[src/hw/rtl/lbc_pkg.sv]
// ----------------------------------------------------------------------------
// lbc_pkg
// Shared types, register map and fixed-point helpers of the layer compositor.
// ----------------------------------------------------------------------------
package lbc_pkg;

  localparam int unsigned NumStages  = 10;
  localparam int unsigned LaneStages = 5;
  localparam int unsigned AddrWidth  = 3;

  localparam logic [8:0]  OpacityUnity = 9'd256;
  localparam logic [16:0] AlphaUnity   = 17'h10000;
  // ceil(2^32 / 255), exact for dividends below 16909320
  localparam logic [24:0] Recip255     = 25'd16843010;

  typedef enum logic [3:0] {
    BM_NORMAL     = 4'd0,
    BM_MULTIPLY   = 4'd1,
    BM_ADD        = 4'd2,
    BM_BURN       = 4'd3,
    BM_DODGE      = 4'd4,
    BM_REFLECT    = 4'd5,
    BM_GLOW       = 4'd6,
    BM_OVERLAY    = 4'd7,
    BM_DIFFERENCE = 4'd8,
    BM_NEGATION   = 4'd9,
    BM_LIGHTEN    = 4'd10,
    BM_DARKEN     = 4'd11,
    BM_SCREEN     = 4'd12,
    BM_XOR        = 4'd13
  } blend_mode_e;

  typedef enum logic [0:0] {
    REG_OPACITY = 1'b0,
    REG_MODE    = 1'b1
  } reg_index_e;

  // floor(v / 255) by reciprocal multiply
  function automatic logic [16:0] div255(logic [24:0] v);
    logic [49:0] prod;
    prod = 50'(v) * 50'(Recip255);
    return prod[48:32];
  endfunction

  function automatic logic [7:0] sat8(logic [8:0] v);
    return v[8] ? 8'd255 : v[7:0];
  endfunction

endpackage

[src/hw/rtl/lbc_blend_lane.sv]
// ----------------------------------------------------------------------------
// lbc_blend_lane
// Pipelined blend value of one color channel, with a two-bit-per-stage divider.
// ----------------------------------------------------------------------------
module lbc_blend_lane (
  input  logic                                clk_i,
  input  logic [lbc_pkg::LaneStages-1:0]      en_i,
  input  lbc_pkg::blend_mode_e                mode_i,
  input  logic [7:0]                          s_i,
  input  logic [7:0]                          d_i,
  output logic [7:0]                          m_o
);
  import lbc_pkg::*;

  typedef struct packed {
    logic [7:0]  s;
    logic [7:0]  d;
    logic [16:0] prod;
    logic [8:0]  pm;
    logic [16:0] rem;
    logic [8:0]  dv;
    logic [7:0]  quo;
    logic        sat;
    logic [7:0]  m;
  } lane_t;

  lane_t lane_q [LaneStages];
  lane_t lane_d [LaneStages];

  function automatic lane_t div_bit(lane_t x, logic [2:0] b);
    lane_t       y;
    logic [16:0] sh;
    y  = x;
    sh = {8'b0, x.dv} << b;
    if (x.rem >= sh) begin
      y.rem    = x.rem - sh;
      y.quo[b] = 1'b1;
    end
    return y;
  endfunction

  always_comb begin
    logic [7:0]  sc, dc, qc, dif, ng;
    logic [15:0] num;
    logic [7:0]  den;
    logic [8:0]  sum;

    // stage 0: products and divider operands
    lane_d[0]     = lane_q[0];
    sc            = 8'd255 - s_i;
    dc            = 8'd255 - d_i;
    num           = '0;
    den           = '0;
    lane_d[0].s   = s_i;
    lane_d[0].d   = d_i;
    lane_d[0].prod = '0;
    unique case (mode_i)
      BM_MULTIPLY: lane_d[0].prod = 17'(s_i) * 17'(d_i);
      BM_OVERLAY: begin
        if (d_i < 8'd128) begin
          lane_d[0].prod = (17'(s_i) * 17'(d_i)) << 1;
        end else begin
          lane_d[0].prod = (17'(sc) * 17'(dc)) << 1;
        end
      end
      BM_SCREEN:  lane_d[0].prod = 17'(sc) * 17'(dc);
      BM_BURN: begin
        num = 16'(dc) * 16'd255;
        den = s_i;
      end
      BM_DODGE: begin
        num = 16'(d_i) * 16'd255;
        den = sc;
      end
      BM_REFLECT: begin
        num = 16'(d_i) * 16'(d_i);
        den = sc;
      end
      BM_GLOW: begin
        num = 16'(s_i) * 16'(s_i);
        den = dc;
      end
      default: ;
    endcase
    // round half up: (2n + q) / (2q)
    lane_d[0].rem = {num, 1'b0} + 17'(den);
    lane_d[0].dv  = {den, 1'b0};
    lane_d[0].quo = '0;
    lane_d[0].sat = 1'b0;

    // stage 1: scale by 1/255, saturation check, quotient bits 7 and 6
    lane_d[1]     = lane_q[0];
    lane_d[1].pm  = 9'(div255(25'(lane_q[0].prod) + 25'd127));
    lane_d[1].sat = lane_q[0].rem >= {lane_q[0].dv, 8'b0};
    lane_d[1]     = div_bit(lane_d[1], 3'd7);
    lane_d[1]     = div_bit(lane_d[1], 3'd6);

    lane_d[2]     = div_bit(div_bit(lane_q[1], 3'd5), 3'd4);
    lane_d[3]     = div_bit(div_bit(lane_q[2], 3'd3), 3'd2);

    // stage 4: last bits, then pick the blend value
    lane_d[4] = div_bit(div_bit(lane_q[3], 3'd1), 3'd0);
    qc  = lane_d[4].sat ? 8'd255 : lane_d[4].quo;
    sum = 9'(lane_q[3].s) + 9'(lane_q[3].d);
    dif = (lane_q[3].d > lane_q[3].s) ? lane_q[3].d - lane_q[3].s
                                      : lane_q[3].s - lane_q[3].d;
    ng  = sum > 9'd255 ? 8'(sum - 9'd255) : 8'(9'd255 - sum);
    unique case (mode_i)
      BM_MULTIPLY:   lane_d[4].m = sat8(lane_q[3].pm);
      BM_ADD:        lane_d[4].m = sat8(sum);
      BM_BURN:       lane_d[4].m = (lane_q[3].s == 8'd0) ? 8'd0 : 8'd255 - qc;
      BM_DODGE,
      BM_REFLECT:    lane_d[4].m = (lane_q[3].s == 8'd255) ? 8'd255 : qc;
      BM_GLOW:       lane_d[4].m = (lane_q[3].d == 8'd255) ? 8'd255 : qc;
      BM_OVERLAY: begin
        if (lane_q[3].d < 8'd128) begin
          lane_d[4].m = sat8(lane_q[3].pm);
        end else begin
          lane_d[4].m = 8'd255 - sat8(lane_q[3].pm);
        end
      end
      BM_DIFFERENCE: lane_d[4].m = dif;
      BM_NEGATION:   lane_d[4].m = 8'd255 - ng;
      BM_LIGHTEN:    lane_d[4].m = (lane_q[3].s > lane_q[3].d) ? lane_q[3].s : lane_q[3].d;
      BM_DARKEN:     lane_d[4].m = (lane_q[3].s < lane_q[3].d) ? lane_q[3].s : lane_q[3].d;
      BM_SCREEN:     lane_d[4].m = 8'd255 - sat8(lane_q[3].pm);
      BM_XOR:        lane_d[4].m = lane_q[3].s ^ lane_q[3].d;
      default:       lane_d[4].m = lane_q[3].s;
    endcase
  end

  always_ff @(posedge clk_i) begin
    for (int k = 0; k < LaneStages; k++) begin
      if (en_i[k]) begin
        lane_q[k] <= lane_d[k];
      end
    end
  end

  assign m_o = lane_q[LaneStages-1].m;

endmodule

[config.mk]
export PLATFORM = sky130hd
export DESIGN_NAME = lbc_blend_lane
export DESIGN_NICKNAME = d
export VERILOG_FILES = /design/src/hw/rtl/lbc_pkg.sv /design/src/hw/rtl/lbc_blend_lane.sv
export SDC_FILE = /design/constraint.sdc
export NUM_CORES = 1
export LEC_CHECK = 0
export BUFFER_PORTS_ARGS = -buffer_cell sky130_fd_sc_hd__buf_2
export CORE_ASPECT_RATIO = 2
export CORE_MARGIN = 3
export CORE_UTILIZATION = 60
export DETAILED_ROUTE_END_ITERATION = 6
export PLACE_DENSITY = 0.79
export SYNTH_ARGS = -nofsm -noshare
export SYNTH_HDL_FRONTEND = slang
export SYNTH_SLANG_ARGS = --single-unit
[constraint.sdc]
create_clock -name clk_i -period 6 [get_ports clk_i]
set_input_delay 0.9 -clock clk_i [delete_from_list [all_inputs] [get_ports clk_i]]
set_output_delay 0.9 -clock clk_i [all_outputs]
set_load 0.02 [all_outputs]
* Word level (Yosys, flattened, before mapping) *
Memory sizes are Yosys's and may differ from the RTL's.
Index checks and enable logic that the tools add are counted.

word-level totals
  register bits after elaboration = 0
  latch bits = 0
  bits in writable memories = 425
  ROM bits = 0
  bits of input ports = 26
  output and inout bits = 8
  memories = 1

memory list
  name    depth  bits a word  read ports  clocked after Yosys merged registers in  wr ports  RTL line              source
  lane_q  5      85           5           0                                        5         lbc_blend_lane.sv:27  lane_t lane_q [LaneStages];

operators by class
  add/sub/neg operators = 20
  multiply operators = 7
  div/mod/pow operators = 0
  $lt $le $gt $ge = 15
  eq/ne operators = 15
  shift operators = 0
  muxes and demuxes = 42
  bitwise logic cells = 1
  reductions and logical operators = 2

operator list
  operator                                                                number
  17-bit 2-to-1 mux                                                       9
  8-bit case mux with 12 select lines                                     1
  8-bit 2-to-1 mux                                                        11
  8-bit by 8-bit multiplier with 16-bit output                            4
  16-bit case mux with 4 select lines                                     1
  17-bit case mux with 3 select lines                                     1
  8-bit subtractor (first input constant)                                 6
  18-bit by 24-bit multiplier with 40-bit output (second input constant)  1
  8-bit by 8-bit multiplier with 16-bit output (second input constant)    2
  4-bit == test (second input constant)                                   6
  8-bit case mux with 3 select lines                                      1
  17-bit by 7-bit adder with 18-bit output (second input constant)        1
  1-bit 2-to-1 mux                                                        18
  17-bit by 8-bit adder with 17-bit output                                1
  17-bit by 10-bit greater-or-equal comparator with 1-bit output          1
  17-bit by 11-bit greater-or-equal comparator with 1-bit output          1
  17-bit by 12-bit greater-or-equal comparator with 1-bit output          1
  17-bit by 13-bit greater-or-equal comparator with 1-bit output          1
  17-bit by 14-bit greater-or-equal comparator with 1-bit output          1
  17-bit by 15-bit greater-or-equal comparator with 1-bit output          1
  17-bit by 16-bit greater-or-equal comparator with 1-bit output          1
  17-bit greater-or-equal comparator                                      1
  17-bit by 9-bit greater-or-equal comparator with 1-bit output           1
  17-bit by 10-bit subtractor with 17-bit output                          1
  other kinds (21)                                                        29

* Logic depth before layout (Yosys ltp) *
An unclocked memory read counts as a cell.

  depth in word-level cells = 9
  depth in mapped cells = 24
  mapped depth without buffers = 22

* Worst setup path before layout *
Ideal clock, no wire load.

  path type = in2reg
  start = in d_i[7]
  end = mem lane_q[0][42] in the netlist's numbering (data pin)
  library setup time = 0.268 ns
  data arrival time = 6.121 ns
  path slack = -0.388 ns
  stages = 20
  buffers on the path = 2
  cell sequence = clkbuf_1 -> inv_2 -> clkbuf_1 -> nor2_1 -> fa_1 -> fa_1 -> inv_1 -> fa_1 -> fa_1 -> inv_1 -> ha_1 -> or2_2 -> a21o_1 -> a41oi_1 -> xnor2_1 -> o22ai_1 -> a211o_1 -> nand3_2 -> nor4_2 -> xor2_1

RTL lines
  item         RTL line              source
  from (decl)  lbc_blend_lane.sv:10  input logic [7:0] d_i,
  to (decl)    lbc_blend_lane.sv:27

==> run_results.csv <==
group,metric,value,unit
yosys,synthFlopType,"edfxtp_1",
yosys,synth_adder_area_share,32.9,%
timing,drv_slew,0,
yosys,synth_xor_area_share,4.84,%
clock_tree,tritoncts,"done",
yosys,synthMuxAreaShare,3.06,%
clock_tree,hold_buffers,0,
drt,drtIter0Drc,1339,
drt,routed_wl,72.0,mm
clock_tree,cts_buffer_depth,3,
power,clkPwrFrac,11.7,%
yosys,synth-edff-count,227,
min_path,hp-class,"register to register",
drt,wl_per_cell,20.9,um
critical_path,slowest_stage,"or4_1",
timing,slew_headroom,11.8,%
power,p_sw_share,44.8,%
clock_tree,htree_levels,1,
timing,worst_pin_slew,1.32,ns
critical_path,cpMostUsedCell,"ha_1",
timing,max_freq,175,MHz
finish,nets,3489,
timing,final.period_utilization,95.0,%
global_routing,grt_pass1_wl,114,mm
finish,multi_input_area,17900,um^2
floorplan,ioPinCount,34,
critical_path,criticalPathCategory,"register to register",
floorplan,rows,108,
critical_path,arrival,6.02,ns
yosys,ys_ff_latch,227,
critical_path,required,6.32,ns
place,portBuffers,33,
drt,vias,20999,
global_routing,gr-usage-all-layers,30.4,%
yosys,ys_seq_area_share,25.6,%
timing,rsz0062_at_grt,"false",
critical_path,crit_path_max_incr_delay,0.56,ns
drt,avgViaCountPerCell,6.10,
finish,areaGrowthSynthToFinish,8.07,%
timing,holdWs,0.409,ns
flow_run,max_cap_violations,0,
critical_path,r2r_cells,19,
drt,drc_errors,0,
yosys,async_flop_share,0,%
floorplan,fp.dieW,155,um
place,placed_cell_area,28100,um^2
critical_path,critPathMaxFanout,6,
timing,fin_crit,5.70,ns
clock_tree,cts.clk_slew.worst_paths,0.08,ns
drt,drtPass1Iterations,5,
finish,reg_top3,"lane_q (227)",
power,intPower,6.46,mW
yosys,syn_area,26600,um^2
timing,setup_viol,0,
critical_path,critPathCaptureType,"register",
yosys,synth_top_family_by_area,"adder cells",
finish,fin_area,28800,um^2
finish,fillers,3460,
timing,hold_violations,0,
yosys,yosys.area_share.simple,13.0,%
floorplan,die-area,47100,um^2
critical_path,r2r_setup_slack,0.30,ns
clock_tree,clock_sinks,227,
power,p_switching,5.24,mW
finish,seq_area,6820,um^2
critical_path,start_kind,"register",
yosys,synthCells,2781,
yosys,synth_compound_area_share,13.3,%
power,power_frac_comb,67.6,%
yosys,syn_area_per_cell,9.57,um^2
critical_path,path_cells,"nor4_1, nand2_1, or2_2, and3_1, xnor2_1, inv_1, ha_1, ha_1, ha_1, ha_1, nand4_1, nor2_1, o211ai_1, or4_1, nand4_1, a31oi_1, o21ai_2, a21oi_1, a21oi_1",
finish,largest_reg_flops,227,
global_routing,grt_max_degree,58,
floorplan,core-area,43600,um^2
yosys,ys_types,88,
power,p_per_area,407,nW/um^2
power,power.total,11.7,mW
clock_tree,clkLatencyLatePin,0.53,ns
power,peakVddDrop,0.212,mV
finish,post_route_cells_drive_above_1_share,9.40,%
power,power_leakage,13.6,nW
yosys,ys_warn_count,0,
min_path,min_path_cells,0,
place,routabilityCongestion,1.02,
global_routing,antenna_found_initial,2,
place,hpwl,59.5,mm
global_routing,grt_overflow,0,
yosys,syn_nets,3391,
global_routing,first_global_vias,22651,
timing,fin_skew,0.0236,ns
drt,drtAntennaViolNets,0,
floorplan,start_util,61.0,%
floorplan,die_h,304,um
power,power_frac_seq,20.7,%
run_status,status,"completed",
clock_tree,cts_buffers,20,
clock_tree,clock_tree.root_cell,"clkbuf_16",
finish,max_flop_register,"lane_q",
power by group through the flow:
stage               combinational, mW  clock [mW]  sequential [mW]
floorplan                        5.69           0             2.36
detailed placement               7.76           0             2.44
finish                           7.91        1.37             2.42
global placement                 7.48           0             2.43
CTS                              7.83        1.39             2.41
global route                     8.80        1.44             2.44
cell families (layout without fill, tap and decap cells):
group / Yosys count / in the layout
multiplexers: 78 / 78
adder cells (fa/ha/maj): 584 / 584
XOR/XNOR: 147 / 147
AND/OR/NAND/NOR: 705 / 705
flip-flops: 227 / 227
buffers and inverters: 506 / 618
AO/OA/AOI/OAI: 534 / 534
other: 0 / 2
cells in the mapped netlist (14+ instances only):
cell type,n,area [um^2]
a21o_1,59,443
and2_1,38,238
a211oi_1,26,195
nor3_1,50,250
nand2b_1,24,150
clkbuf_1,60,225
nor2_1,194,728
fa_1,192,3840
nor4_1,19,119
inv_1,418,1570
a31oi_1,14,87.6
xor2_1,43,377
edfxtp_1,227,6820
o31ai_1,16,120
nand3_1,35,175
a22oi_1,16,120
and3_1,17,106
nand4_1,24,150
xnor2_1,104,911
a21oi_1,135,676
o21ai_0,109,546
or2_2,24,150
or3_1,14,87.6
o211ai_1,18,135
ha_1,392,4900
mux2_2,24,270
mux2i_1,52,521
nor2b_1,35,219
o221ai_1,16,140
nand2_1,186,698
cell type report:
class | instances | share of cell area (%)
timing repair buffer | 155 | 3.76
multi-input combinational | 2048 | 62.2
antenna | 2 | 0.0174
clock buffer | 22 | 1.84
tap | 550 | 2.39
sequential | 227 | 23.7
inverter | 427 | 5.58
clock inverter | 14 | 0.565
routing by layer:
metal	up-vias	track usage (%)	part of all wire (%)	wire length [um]
li1	9835	-	-	-
met1	10140	28.6	32	23000
met2	711	58.8	55	39900
met3	313	2.32	3.6	2570
met4	0	23.0	9.0	6470
met5	-	0	0	0
critical path: cells and delay by family, from the launching register on:
kind	cells	cell delay (ns)
compound gates	5	0.95
flops	1	0.45
buf+inv	1	0.20
xor+xnor	1	0.44
fa+ha+maj	4	1.33
simple gates	8	2.13
through the flow:
stage	utilization (%)	std cells	worst slack [ns]	TNS, ns
final	65.9	3445	0.302	0
after floorplan	-	2781	0.00539	0
after CTS	65.9	3443	0.252	0
after global placement	64.3	3407	0.0419	0
after detailed placement	64.3	3407	-0.119	-0.404
after global routing	65.9	3445	0.0292	0
cells in the final DEF (no fill, tap or decap), drive strengths merged, types with 16 or more instances in the layout:
master and count:
mux2i 52, nand3 36, o221ai 16, edfxtp 227, nand2 187, a22oi 16, nand4 25, mux2 26
o21ai 115, nor2 196, buf 155, ha 392, o211ai 18, nor4 21, and3 17, and2 38
a21o 59, a211oi 26, nor2b 35, clkbuf 22, fa 192, a21oi 135, o31ai 18, nor3 53
nand2b 24, inv 422, or2 24, xnor2 104, xor2 43
repair_timing:
| item | CTS | global route |
|---|---|---|
| setup endpoints to repair | 0 | 13 |
| setup buffers | 0 | 0 |
| resized for setup | 0 | 3 |
path summary, 6_finish.rpt:
kind                       start             end
setup / recovery   lane_q[0][55]  lane_q[0][135]
hold / removal    lane_q[0][217]  lane_q[0][302]
setup reg to reg   lane_q[0][55]  lane_q[0][135]
hold reg to reg   lane_q[0][217]  lane_q[0][302]
No activity file was read; power rests on OpenSTA's default activity.
